**src/assert_macros.svh**
```systemverilog
// ----------------------------------------------------------------------------
// assert_macros.svh
// Concurrent assertion helpers; compiled out when SYNTH is defined.
// ----------------------------------------------------------------------------
`ifndef ASSERT_MACROS_SVH
`define ASSERT_MACROS_SVH

`ifndef SYNTH

// clocked check, masked while reset is asserted
`define AST_ON_RST(lbl, clk, rst_n, prop) \
    lbl: assert property (@(posedge clk) disable iff (!rst_n) prop) \
        else $error("%m: check failed");

// clocked check, active in and out of reset
`define AST_ALWAYS(lbl, clk, prop) \
    lbl: assert property (@(posedge clk) prop) else $error("%m: check failed");

`else

`define AST_ON_RST(lbl, clk, rst_n, prop)
`define AST_ALWAYS(lbl, clk, prop)

`endif

`endif

```
**src/atps_pkg.sv**
```systemverilog
// ----------------------------------------------------------------------------
// atps_pkg
// Shared types and constants of the angle tracking PLL speed estimator.
// ----------------------------------------------------------------------------
package atps_pkg;

    // phase resolution used by the sine evaluation
    localparam int ANGLE_BITS = 16;
    localparam logic [31:0] PHASE_KEEP = ~((32'd1 << (32 - ANGLE_BITS)) - 32'd1);
    localparam logic [31:0] QUARTER_TURN = 32'h4000_0000;

    // polynomial sin(pi/2 x) = x(A - x^2(B - C x^2)), Q1.16
    localparam logic [16:0] SIN_A = 17'd102944;
    localparam logic [16:0] SIN_B = 17'd42047;
    localparam logic [17:0] SIN_C = 18'd4640;

    // shared multiplier widths
    localparam int MUL_A_W = 34;
    localparam int MUL_B_W = 18;
    localparam int MUL_P_W = MUL_A_W + MUL_B_W;

    // configuration port
    localparam int APB_AW = 4;
    localparam int APB_DW = 32;

    localparam logic [15:0] PROP_GAIN_RST    = 16'd1200;
    localparam logic [31:0] INTEG_GAIN_RST   = 32'd301989888;
    localparam logic [31:0] STEP_GAIN_RST    = 32'd34178;
    localparam logic [15:0] FILTER_ALPHA_RST = 16'd328;

    typedef enum logic [1:0] {
        REG_PROP_GAIN,
        REG_INTEG_GAIN,
        REG_STEP_GAIN,
        REG_FILTER_ALPHA
    } t_reg_idx;

    typedef struct packed {
        logic [15:0] prop_gain;
        logic [31:0] integ_gain;
        logic [31:0] step_gain;
        logic [15:0] filter_alpha;
    } t_cfg;

    typedef enum logic [3:0] {
        ST_IDLE,
        ST_LOAD,
        ST_SIN1,
        ST_SIN2,
        ST_SIN3,
        ST_SIN4,
        ST_ERR0,
        ST_ERR1,
        ST_ERR2,
        ST_SPD0,
        ST_SPD1,
        ST_SPD2,
        ST_ADV0,
        ST_ADV1,
        ST_FILT
    } t_state;

endpackage

```
**src/atps_if.sv**
```systemverilog
// ----------------------------------------------------------------------------
// atps_if
// Valid/ready channels for angle samples and speed results.
// ----------------------------------------------------------------------------
interface atps_in_if;
    logic        valid;
    logic        ready;
    logic [15:0] angle_in;

    modport source (output valid, output angle_in, input ready);
    modport sink   (input valid, input angle_in, output ready);
endinterface

interface atps_out_if;
    logic               valid;
    logic               ready;
    logic signed [31:0] speed_filtered;
    logic signed [31:0] speed_raw;
    logic        [15:0] tracked_angle;

    modport source (output valid, output speed_filtered, output speed_raw,
                    output tracked_angle, input ready);
    modport sink   (input valid, input speed_filtered, input speed_raw,
                    input tracked_angle, output ready);
endinterface

```
**src/atps_mul.sv**
```systemverilog
// ----------------------------------------------------------------------------
// atps_mul
// Shared signed multiplier with a registered product.
// ----------------------------------------------------------------------------
module atps_mul (
    input  logic                                 i_clk,
    input  logic signed [atps_pkg::MUL_A_W-1:0] i_a,
    input  logic signed [atps_pkg::MUL_B_W-1:0] i_b,
    output logic signed [atps_pkg::MUL_P_W-1:0] o_p
);

    logic signed [atps_pkg::MUL_P_W-1:0] r_p;

    always_ff @(posedge i_clk) begin
        r_p <= i_a * i_b;
    end

    assign o_p = r_p;

endmodule

```
**src/atps_cfg.sv**
```systemverilog
// ----------------------------------------------------------------------------
// atps_cfg
// APB register file holding the loop gains and filter coefficient.
// ----------------------------------------------------------------------------
module atps_cfg (
    input  logic                          i_clk,
    input  logic                          i_rst_n,
    input  logic                          psel,
    input  logic                          penable,
    input  logic                          pwrite,
    input  logic [atps_pkg::APB_AW-1:0]   paddr,
    input  logic [atps_pkg::APB_DW-1:0]   pwdata,
    output logic [atps_pkg::APB_DW-1:0]   prdata,
    output logic                          pready,
    output atps_pkg::t_cfg                o_cfg
);

    atps_pkg::t_cfg    r_cfg;
    atps_pkg::t_reg_idx w_idx;
    logic              w_wr;

    assign w_idx = atps_pkg::t_reg_idx'(paddr[3:2]);
    assign w_wr  = psel && penable && pwrite;

    always_ff @(posedge i_clk) begin
        if (!i_rst_n) begin
            r_cfg.prop_gain    <= atps_pkg::PROP_GAIN_RST;
            r_cfg.integ_gain   <= atps_pkg::INTEG_GAIN_RST;
            r_cfg.step_gain    <= atps_pkg::STEP_GAIN_RST;
            r_cfg.filter_alpha <= atps_pkg::FILTER_ALPHA_RST;
        end else if (w_wr) begin
            case (w_idx)
                atps_pkg::REG_PROP_GAIN:    r_cfg.prop_gain    <= pwdata[15:0];
                atps_pkg::REG_INTEG_GAIN:   r_cfg.integ_gain   <= pwdata;
                atps_pkg::REG_STEP_GAIN:    r_cfg.step_gain    <= pwdata;
                atps_pkg::REG_FILTER_ALPHA: r_cfg.filter_alpha <= pwdata[15:0];
                default: ;
            endcase
        end
    end

    always_comb begin
        case (w_idx)
            atps_pkg::REG_PROP_GAIN:    prdata = {16'd0, r_cfg.prop_gain};
            atps_pkg::REG_INTEG_GAIN:   prdata = r_cfg.integ_gain;
            atps_pkg::REG_STEP_GAIN:    prdata = r_cfg.step_gain;
            atps_pkg::REG_FILTER_ALPHA: prdata = {16'd0, r_cfg.filter_alpha};
            default:                    prdata = '0;
        endcase
    end

    assign pready = 1'b1;
    assign o_cfg  = r_cfg;

endmodule

```
**src/angle_tracking_pll_speed.sv**
```systemverilog
// ----------------------------------------------------------------------------
// angle_tracking_pll_speed
// Angle tracking PLL: phase error, PI speed, phase advance, speed low-pass.
// ----------------------------------------------------------------------------
// One angle sample is taken when the block is idle; its result is loaded into
// the output register in the last step, ST_FILT, and the block then returns to
// idle, so a new sample is taken only once the last one has reached the output.
// The pace is set by a single 34x18 multiplier that does all 24 products in
// sequence: four polynomial sines of four products each, two for the phase
// error, one proportional, two partial products each for the integral term and
// the phase advance, and one for the filter. A result not yet taken holds the
// block in its last step. Gains live in four APB registers at 0x0, 0x4, 0x8
// and 0xC; write them only while no sample is in flight.
// ----------------------------------------------------------------------------
`include "assert_macros.svh"

module angle_tracking_pll_speed (
    input  logic                        i_clk,
    input  logic                        i_rst_n,
    atps_in_if.sink                     i_in,
    atps_out_if.source                  o_out,
    input  logic                        psel,
    input  logic                        penable,
    input  logic                        pwrite,
    input  logic [atps_pkg::APB_AW-1:0] paddr,
    input  logic [atps_pkg::APB_DW-1:0] pwdata,
    output logic [atps_pkg::APB_DW-1:0] prdata,
    output logic                        pready
);

    atps_pkg::t_cfg   w_cfg;
    atps_pkg::t_state r_state, n_state;

    logic [1:0]        r_idx, n_idx;
    logic [15:0]       r_angle, n_angle;
    logic [31:0]       r_track, n_track;
    logic [31:0]       r_esum, n_esum;
    logic [31:0]       r_smooth, n_smooth;
    logic [16:0]       r_x, n_x;
    logic [16:0]       r_x2, n_x2;
    logic [1:0]        r_quad, n_quad;
    logic [3:0][15:0]  r_sin, n_sin;
    logic [atps_pkg::MUL_P_W-1:0] r_hold, n_hold;
    logic [atps_pkg::MUL_P_W-1:0] r_lo, n_lo;
    logic [31:0]       r_speed, n_speed;
    logic              r_ovalid, n_ovalid;
    logic [31:0]       r_ofilt, n_ofilt;
    logic [31:0]       r_oraw, n_oraw;
    logic [15:0]       r_oang, n_oang;

    logic signed [atps_pkg::MUL_A_W-1:0] w_mul_a;
    logic signed [atps_pkg::MUL_B_W-1:0] w_mul_b;
    logic signed [atps_pkg::MUL_P_W-1:0] w_prod_s;
    logic [atps_pkg::MUL_P_W-1:0]        w_prod;

    // sine front end
    logic [1:0]  w_ld_idx;
    logic [31:0] w_phase, w_p;
    logic [16:0] w_xraw, w_x;
    logic [1:0]  w_quad;
    logic [16:0] w_ph, w_t1, w_t2;
    logic [15:0] w_y, w_sin;
    logic [14:0] w_ysat;

    // loop arithmetic
    logic [33:0] w_ediff;
    logic [18:0] w_esh;
    logic [15:0] w_err;
    logic [32:0] w_sumw;
    logic [31:0] w_sum;
    logic [65:0] w_full, w_spdw;
    logic [31:0] w_speed;
    logic [32:0] w_fdiff;
    logic [31:0] w_smooth_new;
    logic        w_slot_free;
    logic        w_in_ready;

    atps_cfg u_cfg (
        .i_clk   (i_clk),
        .i_rst_n (i_rst_n),
        .psel    (psel),
        .penable (penable),
        .pwrite  (pwrite),
        .paddr   (paddr),
        .pwdata  (pwdata),
        .prdata  (prdata),
        .pready  (pready),
        .o_cfg   (w_cfg)
    );

    atps_mul u_mul (
        .i_clk (i_clk),
        .i_a   (w_mul_a),
        .i_b   (w_mul_b),
        .o_p   (w_prod_s)
    );

    assign w_prod = w_prod_s;

    // phase for the next sine: measured, measured + 90deg, tracked, tracked + 90deg
    assign w_ld_idx = (r_state == atps_pkg::ST_SIN4) ? r_idx + 2'd1 : r_idx;

    always_comb begin
        case (w_ld_idx)
            2'd0:    w_phase = {r_angle, 16'd0};
            2'd1:    w_phase = {r_angle, 16'd0} + atps_pkg::QUARTER_TURN;
            2'd2:    w_phase = r_track;
            default: w_phase = r_track + atps_pkg::QUARTER_TURN;
        endcase
    end

    assign w_p    = w_phase & atps_pkg::PHASE_KEEP;
    assign w_quad = w_p[31:30];
    assign w_xraw = {1'b0, w_p[29:14]};
    assign w_x    = w_p[30] ? 17'd65536 - w_xraw : w_xraw;

    assign w_ph   = w_prod[32:16];
    assign w_t1   = atps_pkg::SIN_B - w_ph;
    assign w_t2   = atps_pkg::SIN_A - w_ph;
    assign w_y    = w_prod[32:17];
    assign w_ysat = w_y[15] ? 15'h7FFF : w_y[14:0];
    assign w_sin  = r_quad[1] ? 16'd0 - {1'b0, w_ysat} : {1'b0, w_ysat};

    // phase error, floor shift by 15 then clamp to Q1.15
    assign w_ediff = {r_hold[32], r_hold[32:0]} - {w_prod[32], w_prod[32:0]};
    assign w_esh   = w_ediff[33:15];
    assign w_err   = ((&w_esh[18:15]) || !(|w_esh[18:15])) ? w_esh[15:0] :
                     (w_esh[18] ? 16'h8000 : 16'h7FFF);

    assign w_sumw = {r_esum[31], r_esum} + {{17{w_err[15]}}, w_err};
    assign w_sum  = (w_sumw[32] == w_sumw[31]) ? w_sumw[31:0] :
                    (w_sumw[32] ? 32'h8000_0000 : 32'h7FFF_FFFF);

    // 32x32 product rebuilt from two 16-bit partials (high one in the multiplier)
    assign w_full = ({{14{w_prod[51]}}, w_prod} << 16) + {{14{r_lo[51]}}, r_lo};

    assign w_spdw  = {{13{r_hold[51]}}, r_hold, 1'b0} +
                     {{23{w_full[65]}}, w_full[65:23]};
    assign w_speed = ((&w_spdw[65:31]) || !(|w_spdw[65:31])) ? w_spdw[31:0] :
                     (w_spdw[65] ? 32'h8000_0000 : 32'h7FFF_FFFF);

    assign w_fdiff      = {r_speed[31], r_speed} - {r_smooth[31], r_smooth};
    assign w_smooth_new = r_smooth + w_prod[47:16];

    assign w_slot_free = !r_ovalid || o_out.ready;

    always_comb begin
        n_state  = r_state;
        n_idx    = r_idx;
        n_angle  = r_angle;
        n_track  = r_track;
        n_esum   = r_esum;
        n_smooth = r_smooth;
        n_x      = r_x;
        n_x2     = r_x2;
        n_quad   = r_quad;
        n_sin    = r_sin;
        n_hold   = r_hold;
        n_lo     = r_lo;
        n_speed  = r_speed;
        n_ovalid = r_ovalid && !o_out.ready;
        n_ofilt  = r_ofilt;
        n_oraw   = r_oraw;
        n_oang   = r_oang;
        w_mul_a  = '0;
        w_mul_b  = '0;
        w_in_ready = 1'b0;

        case (r_state)
            atps_pkg::ST_IDLE: begin
                w_in_ready = 1'b1;
                if (i_in.valid) begin
                    n_angle = i_in.angle_in;
                    n_idx   = 2'd0;
                    n_state = atps_pkg::ST_LOAD;
                end
            end
            atps_pkg::ST_LOAD: begin
                n_x     = w_x;
                n_quad  = w_quad;
                w_mul_a = {17'd0, w_x};
                w_mul_b = {1'b0, w_x};
                n_state = atps_pkg::ST_SIN1;
            end
            atps_pkg::ST_SIN1: begin
                n_x2    = w_ph;
                w_mul_a = {17'd0, w_ph};
                w_mul_b = atps_pkg::SIN_C;
                n_state = atps_pkg::ST_SIN2;
            end
            atps_pkg::ST_SIN2: begin
                w_mul_a = {17'd0, r_x2};
                w_mul_b = {1'b0, w_t1};
                n_state = atps_pkg::ST_SIN3;
            end
            atps_pkg::ST_SIN3: begin
                w_mul_a = {17'd0, r_x};
                w_mul_b = {1'b0, w_t2};
                n_state = atps_pkg::ST_SIN4;
            end
            atps_pkg::ST_SIN4: begin
                n_sin[r_idx] = w_sin;
                if (r_idx == 2'd3) begin
                    n_state = atps_pkg::ST_ERR0;
                end else begin
                    // start the next sine in the same cycle
                    n_idx   = r_idx + 2'd1;
                    n_x     = w_x;
                    n_quad  = w_quad;
                    w_mul_a = {17'd0, w_x};
                    w_mul_b = {1'b0, w_x};
                    n_state = atps_pkg::ST_SIN1;
                end
            end
            atps_pkg::ST_ERR0: begin
                w_mul_a = {{18{r_sin[0][15]}}, r_sin[0]};
                w_mul_b = {{2{r_sin[3][15]}}, r_sin[3]};
                n_state = atps_pkg::ST_ERR1;
            end
            atps_pkg::ST_ERR1: begin
                n_hold  = w_prod;
                w_mul_a = {{18{r_sin[1][15]}}, r_sin[1]};
                w_mul_b = {{2{r_sin[2][15]}}, r_sin[2]};
                n_state = atps_pkg::ST_ERR2;
            end
            atps_pkg::ST_ERR2: begin
                n_esum  = w_sum;
                w_mul_a = {{18{w_err[15]}}, w_err};
                w_mul_b = {2'b00, w_cfg.prop_gain};
                n_state = atps_pkg::ST_SPD0;
            end
            atps_pkg::ST_SPD0: begin
                n_hold  = w_prod;
                w_mul_a = {{2{r_esum[31]}}, r_esum};
                w_mul_b = {2'b00, w_cfg.integ_gain[15:0]};
                n_state = atps_pkg::ST_SPD1;
            end
            atps_pkg::ST_SPD1: begin
                n_lo    = w_prod;
                w_mul_a = {{2{r_esum[31]}}, r_esum};
                w_mul_b = {2'b00, w_cfg.integ_gain[31:16]};
                n_state = atps_pkg::ST_SPD2;
            end
            atps_pkg::ST_SPD2: begin
                n_speed = w_speed;
                w_mul_a = {{2{w_speed[31]}}, w_speed};
                w_mul_b = {2'b00, w_cfg.step_gain[15:0]};
                n_state = atps_pkg::ST_ADV0;
            end
            atps_pkg::ST_ADV0: begin
                n_lo    = w_prod;
                w_mul_a = {{2{r_speed[31]}}, r_speed};
                w_mul_b = {2'b00, w_cfg.step_gain[31:16]};
                n_state = atps_pkg::ST_ADV1;
            end
            atps_pkg::ST_ADV1: begin
                n_track = r_track + w_full[47:16];
                w_mul_a = {w_fdiff[32], w_fdiff};
                w_mul_b = {2'b00, w_cfg.filter_alpha};
                n_state = atps_pkg::ST_FILT;
            end
            atps_pkg::ST_FILT: begin
                // operands held so the product stays put while the output stalls
                w_mul_a = {w_fdiff[32], w_fdiff};
                w_mul_b = {2'b00, w_cfg.filter_alpha};
                if (w_slot_free) begin
                    n_smooth = w_smooth_new;
                    n_ovalid = 1'b1;
                    n_ofilt  = w_smooth_new;
                    n_oraw   = r_speed;
                    n_oang   = r_track[31:16];
                    n_state  = atps_pkg::ST_IDLE;
                end
            end
            default: begin
                n_state = atps_pkg::ST_IDLE;
            end
        endcase
    end

    always_ff @(posedge i_clk) begin
        if (!i_rst_n) begin
            r_state  <= atps_pkg::ST_IDLE;
            r_idx    <= 2'd0;
            r_track  <= '0;
            r_esum   <= '0;
            r_smooth <= '0;
            r_ovalid <= 1'b0;
        end else begin
            r_state  <= n_state;
            r_idx    <= n_idx;
            r_track  <= n_track;
            r_esum   <= n_esum;
            r_smooth <= n_smooth;
            r_ovalid <= n_ovalid;
        end
    end

    always_ff @(posedge i_clk) begin
        r_angle <= n_angle;
        r_x     <= n_x;
        r_x2    <= n_x2;
        r_quad  <= n_quad;
        r_sin   <= n_sin;
        r_hold  <= n_hold;
        r_lo    <= n_lo;
        r_speed <= n_speed;
        r_ofilt <= n_ofilt;
        r_oraw  <= n_oraw;
        r_oang  <= n_oang;
    end

    assign i_in.ready           = w_in_ready;
    assign o_out.valid          = r_ovalid;
    assign o_out.speed_filtered = r_ofilt;
    assign o_out.speed_raw      = r_oraw;
    assign o_out.tracked_angle  = r_oang;

    `AST_ON_RST(a_load_first_sine, i_clk, i_rst_n, (r_state == atps_pkg::ST_LOAD) |-> (r_idx == 2'd0))
    `AST_ON_RST(a_accept_starts, i_clk, i_rst_n, (i_in.valid && i_in.ready) |=> (r_state == atps_pkg::ST_LOAD))
    `AST_ON_RST(a_result_from_filter, i_clk, i_rst_n, $rose(r_ovalid) |-> ($past(r_state) == atps_pkg::ST_FILT))
    `AST_ALWAYS(a_reset_to_idle, i_clk, !i_rst_n |=> (r_state == atps_pkg::ST_IDLE))

endmodule

```
**src/flat_wrapper.sv**
```systemverilog
// flat-port wrapper written by rule: the top's interface ports become plain ports
module angle_tracking_pll_speed_flat 
  (i_clk, i_rst_n, psel, penable, pwrite, paddr, pwdata, prdata, pready, i_in_valid, i_in_angle_in, i_in_ready, o_out_valid, o_out_speed_filtered, o_out_speed_raw, o_out_tracked_angle, o_out_ready);
  atps_in_if i_in_i ();
  atps_out_if o_out_i ();
  input  logic i_clk;
  input  logic i_rst_n;
  input  logic psel;
  input  logic penable;
  input  logic pwrite;
  input  logic [atps_pkg::APB_AW-1:0] paddr;
  input  logic [atps_pkg::APB_DW-1:0] pwdata;
  output logic [atps_pkg::APB_DW-1:0] prdata;
  output logic pready;
  input wire logic [$bits(i_in_i.valid)-1:0] i_in_valid;
  input wire logic [$bits(i_in_i.angle_in)-1:0] i_in_angle_in;
  output wire logic [$bits(i_in_i.ready)-1:0] i_in_ready;
  output wire logic [$bits(o_out_i.valid)-1:0] o_out_valid;
  output wire logic [$bits(o_out_i.speed_filtered)-1:0] o_out_speed_filtered;
  output wire logic [$bits(o_out_i.speed_raw)-1:0] o_out_speed_raw;
  output wire logic [$bits(o_out_i.tracked_angle)-1:0] o_out_tracked_angle;
  input wire logic [$bits(o_out_i.ready)-1:0] o_out_ready;
  assign i_in_i.valid = i_in_valid;
  assign i_in_i.angle_in = i_in_angle_in;
  assign i_in_ready = i_in_i.ready;
  assign o_out_valid = o_out_i.valid;
  assign o_out_speed_filtered = o_out_i.speed_filtered;
  assign o_out_speed_raw = o_out_i.speed_raw;
  assign o_out_tracked_angle = o_out_i.tracked_angle;
  assign o_out_i.ready = o_out_ready;
  angle_tracking_pll_speed u_core (.i_clk(i_clk), .i_rst_n(i_rst_n), .i_in(i_in_i), .o_out(o_out_i), .psel(psel), .penable(penable), .pwrite(pwrite), .paddr(paddr), .pwdata(pwdata), .prdata(prdata), .pready(pready));
endmodule
```
**config.mk**
```make
export PLATFORM = sky130hd
export DESIGN_NAME = angle_tracking_pll_speed_flat
export DESIGN_NICKNAME = d
export VERILOG_FILES = /design/src/atps_pkg.sv /design/src/atps_if.sv /design/src/atps_mul.sv /design/src/atps_cfg.sv /design/src/angle_tracking_pll_speed.sv /design/src/flat_wrapper.sv
export VERILOG_INCLUDE_DIRS = /design/src /design/src/src
export SDC_FILE = /design/constraint.sdc
export NUM_CORES = 2
export LEC_CHECK = 0
export BUFFER_PORTS_ARGS = -buffer_cell sky130_fd_sc_hd__buf_2
export CAP_MARGIN = 20
export CORE_UTILIZATION = 68
export CTS_CLUSTER_SIZE = 20
export DETAILED_ROUTE_END_ITERATION = 8
export GPL_TIMING_DRIVEN = 0
export HOLD_SLACK_MARGIN = 0.02
export PLACE_DENSITY = 0.86
export SYNTH_ARGS = -nofsm -noshare
export SYNTH_HDL_FRONTEND = slang
export SYNTH_SLANG_ARGS = --single-unit
```
**constraint.sdc**
```tcl
create_clock -name i_clk -period 32.4 [get_ports i_clk]
set_input_delay 3.24 -clock i_clk [delete_from_list [all_inputs] [get_ports i_clk]]
set_output_delay 3.24 -clock i_clk [all_outputs]
set_load 0.03 [all_outputs]
```
# [Word level (Yosys, flattened, before mapping)]
# Index checks and enable logic that the tools add are counted.
[classes] addsub=14 mul=1 n_lt_le_gt_ge=2 eq_ne=24 n_mux=33 n_reduce_logical=33
[op_table] operator="case mux 34 bit (12 select lines)" count=1
[op_table] operator="case mux 18 bit (13 select lines)" count=1
[op_table] operator="two-way mux 32 bit" count=4
[op_table] operator="case mux 32 bit (4 select lines)" count=1
[op_table] operator="case mux 32 bit (3 select lines)" count=1
[op_table] operator="two-way mux 17 bit" count=4
[op_table] operator="adder 66 bit" count=1
[op_table] operator="adder 32 x 31 -> 32 bit (second input constant)" count=2
[op_table] operator="adder 32 bit" count=2
[op_table] operator="bitwise mux 64 bit" count=1
[op_table] operator="two-way mux 16 bit" count=4
[op_table] operator="case mux 4 bit (15 select lines)" count=1
[op_table] operator="adder 53 x 43 -> 54 bit" count=1
[op_table] operator="multiplier 34 x 18 -> 52 bit" count=1
[op_table] operator="AND reduction 35 bit" count=1
[op_table] operator="OR reduction 35 bit" count=1
[op_table] operator="case mux 17 bit (2 select lines)" count=1
[op_table] operator="subtractor 33 x 33 -> 34 bit" count=1
[op_table] operator="adder 32 x 16 -> 33 bit" count=1
[op_table] operator="subtractor 32 x 32 -> 33 bit" count=1
[op_table] operator="demux 16 bit (select 2 bit)" count=1
[op_table] operator="equality test 4 bit (second input constant)" count=7
[op_table] operator="subtractor 16 x 17 -> 17 bit (first input constant)" count=1
[op_table] operator="subtractor 17 x 16 -> 17 bit (first input constant)" count=1
[op_table] operator="other kinds (30)" count=66
[word_totals] ff_bits=583 in_bits=59 word_cells=132

# [Logic depth before layout (Yosys ltp)]
[logic_depth] depth_word=9 depth_mapped=59 ltp_nobuf=56

# [Modules after synthesis]
# A second synthesis with hierarchy kept.
[unflattened] cells_unflattened=6118 hier_area_um2=56656.8
[by_module_without_submodules] module="angle_tracking_pll_speed" instances=1 cells_per_inst=3239 area_per_inst_um2=30291.6 seq_area_each_um2=11461.0
[by_module_without_submodules] module="atps_mul" instances=1 cells_per_inst=2468 area_per_inst_um2=22150.0 seq_area_each_um2=1041.0
[by_module_without_submodules] module="atps_cfg" instances=1 cells_per_inst=411 area_per_inst_um2=4215.3 seq_area_each_um2=1921.8

# [Least setup slack after synthesis]
# OpenSTA, ideal clock, no wires.
[synth_path] kind="register to register" startpoint="reg u_core.r_lo[24] in the netlist's numbering" endpoint="reg u_core.u_mul.r_p, in the netlist u_core.u_mul.o_p[48]" arrival_ps=13285 required_ps=32277 path_slack_ps=18991 stages_incl_launch_ff=57 n_path_buf=4 period_less_slack_ps=13409 cell_sequence="edfxtp_1 > ha_1 > clkbuf_1 > a21o_1 > a21o_1 > a2111oi_0 > or4_1 > nand2b_1 > a2111o_1 > nand2_1 > o2111a_1 > o41ai_1 > a21oi_1 > o21ai_0 > a21oi_1 > xnor2_1 > ha_1 > clkbuf_1 > [21 not listed] > inv_1 > fa_1 > fa_1 > ha_1 > clkbuf_1 > a21oi_1 > o21ai_0 > a221oi_1 > nor2b_1 > a41o_1 > o41ai_1 > o21ai_0 > a31oi_1 > a21o_1 > o21ai_0 > a21oi_1 > o21bai_1 > xor2_1"
[synth_between] elab_chain_len=8
[synth_rtl] element="start: declaration" line_no="angle_tracking_pll_speed.sv:44" text="logic [atps_pkg::MUL_P_W-1:0] r_lo, n_lo;"
[synth_rtl] element="start signal: assignment" line_no="angle_tracking_pll_speed.sv:306" text="r_lo <= n_lo;"
[synth_rtl] element="adder 66 bit *" line_no="angle_tracking_pll_speed.sv:135" text="assign w_full = ({{14{w_prod[51]}}, w_prod} << 16) + {{14{r_lo[51]}}, r_lo};"
[synth_rtl] element="adder 53 x 43 -> 54 bit *" line_no="angle_tracking_pll_speed.sv:137" text="assign w_spdw = {{13{r_hold[51]}}, r_hold, 1'b0} +"
[synth_rtl] element="OR reduction 35 bit" line_no="angle_tracking_pll_speed.sv:139" text="assign w_speed = ((&w_spdw[65:31]) || !(|w_spdw[65:31])) ? w_spdw[31:0] :"
[synth_rtl] element="logical NOT 1 bit" line_no="angle_tracking_pll_speed.sv:139"
[synth_rtl] element="logical OR 1 bit" line_no="angle_tracking_pll_speed.sv:139"
[synth_rtl] element="two-way mux 32 bit *" line_no="angle_tracking_pll_speed.sv:139"
[synth_rtl] element="via u_core.w_speed[16]" line_no="angle_tracking_pll_speed.sv:72" text="logic [31:0] w_speed;"
[synth_rtl] element="case mux 34 bit (12 select lines) *" line_no="angle_tracking_pll_speed.sv:169" text="case (r_state)"
[synth_rtl] element="multiplier 34 x 18 -> 52 bit *" line_no="atps_mul.sv:15" text="r_p <= i_a * i_b;"
[synth_rtl] element="end signal: assignment" line_no="atps_mul.sv:15"
[synth_rtl] element="end: declaration" line_no="atps_mul.sv:12" text="logic signed [atps_pkg::MUL_P_W-1:0] r_p;"
# The timed path passes the listed nets; every way through them passes the cells marked *.
# A chain may end at the register's enable or synchronous reset.

# [Final worst setup path]
[layout_path] startpoint="reg u_core.u_mul.r_p, in the netlist u_core.u_mul.o_p[22]" endpoint="reg u_core.u_mul.r_p, in the netlist u_core.u_mul.o_p[51]"
[layout_between] elab_chain_len=8
[layout_rtl] element="adder 66 bit *" line_no="angle_tracking_pll_speed.sv:135"
[layout_rtl] element="adder 53 x 43 -> 54 bit *" line_no="angle_tracking_pll_speed.sv:137"
[layout_rtl] element="OR reduction 35 bit" line_no="angle_tracking_pll_speed.sv:139"
[layout_rtl] element="logical NOT 1 bit" line_no="angle_tracking_pll_speed.sv:139"
[layout_rtl] element="logical OR 1 bit" line_no="angle_tracking_pll_speed.sv:139"
[layout_rtl] element="two-way mux 32 bit *" line_no="angle_tracking_pll_speed.sv:139"
[layout_rtl] element="via u_core.w_speed[18]" line_no="angle_tracking_pll_speed.sv:72"
[layout_rtl] element="case mux 34 bit (12 select lines) *" line_no="angle_tracking_pll_speed.sv:169"
[layout_rtl] element="multiplier 34 x 18 -> 52 bit *" line_no="atps_mul.sv:15"
# Marks and branches as above.

==> key figures <==
Timing
  – Final worst path period need: 19.03 ns
  – Final TNS setup: 0 ns
  – Final hold vios: 0
  – RSZ-0062 raised after global routing: no
  – Worst relative slew slack: 0.130
  – Worst Max-Slew Pin Slew: 1.30 ns
  – Fin. max-slew vios: 0
  – Final setup violation count: 0
  – Final period utilization: 0.587
  – Clk_skew: 0.0406 ns
  – Fmax: 52.6 MHz
  – Final WS setup: 13.37 ns

Critical path
  – Delay-heaviest family, CP: compound AO/OA/AOI/OAI gates
  – CP Launch Type: flop
  – Worst path bufs/invs: 9
  – Crit end category: flop
  – Required time of the critical path: 32.91 ns
  – Worst setup path class: flop to flop
  – Max stage delay cell, worst path: dfxtp_1
  – CP arrival: 19.54 ns
  – Crit-path max FO: 12
  – Crit path largest cell delay: 1.18 ns

Final layout
  – Final net count: 7,701
  – Share of cells above drive strength 1: 0.0738
  – Post-route core utilization: 0.749
  – FILL cells: 6,087
  – P&R area growth vs syn: 8.52%
  – Design Area, Final: 0.0629 mm^2

GRT
  – Via count of the first global-routing pass: 54,400
  – Total congestion overflow: 0
  – First-pass GRT wire length: 339 mm
  – Antenna violations before repair: 30
  – Maximum number of pins on one net before global-route repair: 58
  – Global Route Usage Sum: 0.539

Placed design
  – Area of placed instances: 0.0605 mm^2
  – # port buffers: 169
  – HPWL after DPL: 184 mm
  – DP Worst Slack: 14.33 ns
  – Gpl congestion: 1.14

Flow run
  – Max-Cap Viols: 0

Floorplanning
  – Chip width: 294 um
  – Initial Util: 0.690
  – Row cnt: 106
  – Top Ports: 174
  – Chip Height: 294 um
  – Core Region: 0.0840 mm^2
  – Die area: 0.0863 mm^2

Routing
  – DR iter-0 viols: 8,870
  – Routed Antenna Nets: 0
  – DRC viols: 68
  – Drt pass-1 iters: 9
  – Via count: 55,800
  – Routed via count divided by cell count: 7.08
  – Routed len/inst: 29.8 um
  – DRT Wirelength: 234 mm

CTS
  – Clk sink count: 564
  – Skew-Pair Late Insertion Delay: 0.68 ns
  – CTS tree: built
  – Post CTS Setup Buffer Count: 0
  – Num CTS Buffers: 67
  – Post-cts gate resize count: 0
  – Clock slew at reported path FFs: 0.06 ns
  – H-tree depth: 3
  – Max Root-Sink Buffers: 3
  – Root Buffer: clkbuf_16
  – CTS Hold Bufs: 0

Synthesis
  – Synth Register Bits: 564
  – EDFF count, synth: 313
  – Commonest cells in the netlist: 825 x inv_1, 608 x nand2_1, 581 x fa_1
  – Cell Area, Synth: 0.0579 mm^2
  – Synth Net Count: 7,434
  – Post-synthesis average cell area: 9.05 um^2
  – Synthesized instance count: 6,400
  – Synth top area cells: fa_1 20%, edfxtp_1 16%, dfxtp_1 8.7%, ha_1 8.5%, inv_1 5.3%
  – Asr flop ratio synth: 0
  – Post-synth cell types: 104
  – Yosys top cell by area: fa_1
  – Top FF cell, synth: edfxtp_1
  – Area share of the largest cell type after synthesis: 0.201
  – YS warnings: 0
  – Seq/Total Area, Yosys: 0.249
  – Count leader, synth: inv_1

Status
  – Failing checks: DRC
  – Status: complete, but fails checks

Power
  – Total power: 7.28 mW
  – VDD IR max: 552 uV
  – P_leak: 27.0 nW
  – P per Cell Area: 116 mW/mm^2

Worst hold path
  – Hold Crit Class: flop to flop
flip-flops by register name, summed over array words and instances (netlist names), 15 cells and up:
signal / count
u_core.o_out.speed_filtered: 32
u_core.o_out.speed_raw: 32
u_core.o_out.tracked_angle: 16
u_core.r_angle: 16
u_core.r_esum: 32
u_core.r_hold: 52
u_core.r_lo: 36
u_core.r_sin: 64
u_core.r_smooth: 32
u_core.r_speed: 32
u_core.r_track: 32
u_core.r_x: 15
u_core.r_x2: 17
u_core.u_cfg.o_cfg: 96
u_core.u_mul.o_p: 52
metrics by stage:
stage	hold slack, ns	instances
after global routing	0.501	7856
after detailed placement	0.474	7726
after CTS	0.482	7848
final	0.482	7872
after floorplan	0.404	6400
after global placement	0.459	7703
cell families after synthesis:
| kind of cell | count (synthesis) | share of synthesized area |
|---|---|---|
| AOI/OAI and AO/OA | 1888 | 0.213 |
| xor gates and xnor gates | 291 | 0.0440 |
| adders and majority gates | 977 | 0.286 |
| buffers and inverters | 1165 | 0.0772 |
| DFF | 564 | 0.249 |
| muxes | 59 | 0.0154 |
| other | 1 | 0.0000647 |
| and+or+nand+nor | 1455 | 0.115 |
where the power goes:
group / switching, mW / total [mW] / internal [mW]
logic: 3.72 / 5.44 / 1.72
clock network: 0.350 / 0.795 / 0.445
registers: 0.146 / 1.04 / 0.897
total: 4.22 / 7.28 / 3.06
layer usage:
layer | vias to the layer above | global-route usage | wire length, um
met4 | 32 | 0.424 | 23900
met1 | 26300 | 0.608 | 75100
met3 | 1662 | 0.250 | 38000
met5 | - | 0 | 229
li1 | 22800 | - | -
met2 | 5004 | 0.787 | 97200
layout make-up:
class,instances,area (um^2),share of cell area
buffer,320,1310,0.0208
inverter,845,3170,0.0505
antenna,18,45.0,0.000717
clock buffer,77,1770,0.0281
tap,1134,1420,0.0226
multi-input combinational,4671,39100,0.622
timing repair buffer,198,1170,0.0187
sequential,564,14400,0.229
clock inverter,45,453,0.00721
cell usage in the layout (no fill, tap or decap), drive strengths merged, types with 60 or more instances in the layout:
master and count:
inv 850, ha 394, clkbuf 339, a22oi 165
a21o 118, nand4 60, nand2 608, nor3 69
and2 67, dfxtp 251, o21ai 443, a21oi 450
fa 581, xor2 94, a21boi 128, edfxtp 313
buf 256, nor2 335, nand3 98, xnor2 197
o22ai 112
worst register-to-register path, delay by kind of cell (launching register included):
family	cells	cell delay, ns
XOR/XNOR	2	1.28
adder cells (fa/ha/maj)	9	4.00
AND/OR/NAND/NOR	12	2.83
buffers and inverters	9	1.67
multiplexers	2	1.48
AO/OA/AOI/OAI	20	6.46
flip-flops	1	1.18
path summary, 6_finish.rpt:
kind,from,end,slack (ns),cells past startpoint
hold / removal,u_core.u_cfg.o_cfg[13],u_core.u_cfg.o_cfg[13],0.48,2
hold reg to reg,u_core.u_cfg.o_cfg[13],u_core.u_cfg.o_cfg[13],0.48,2
setup reg to reg,u_core.u_mul.o_p[22],u_core.u_mul.o_p[51],13.37,54
setup / recovery,u_core.u_mul.o_p[22],u_core.u_mul.o_p[51],13.37,54
(Power assumes the default switching activity.)
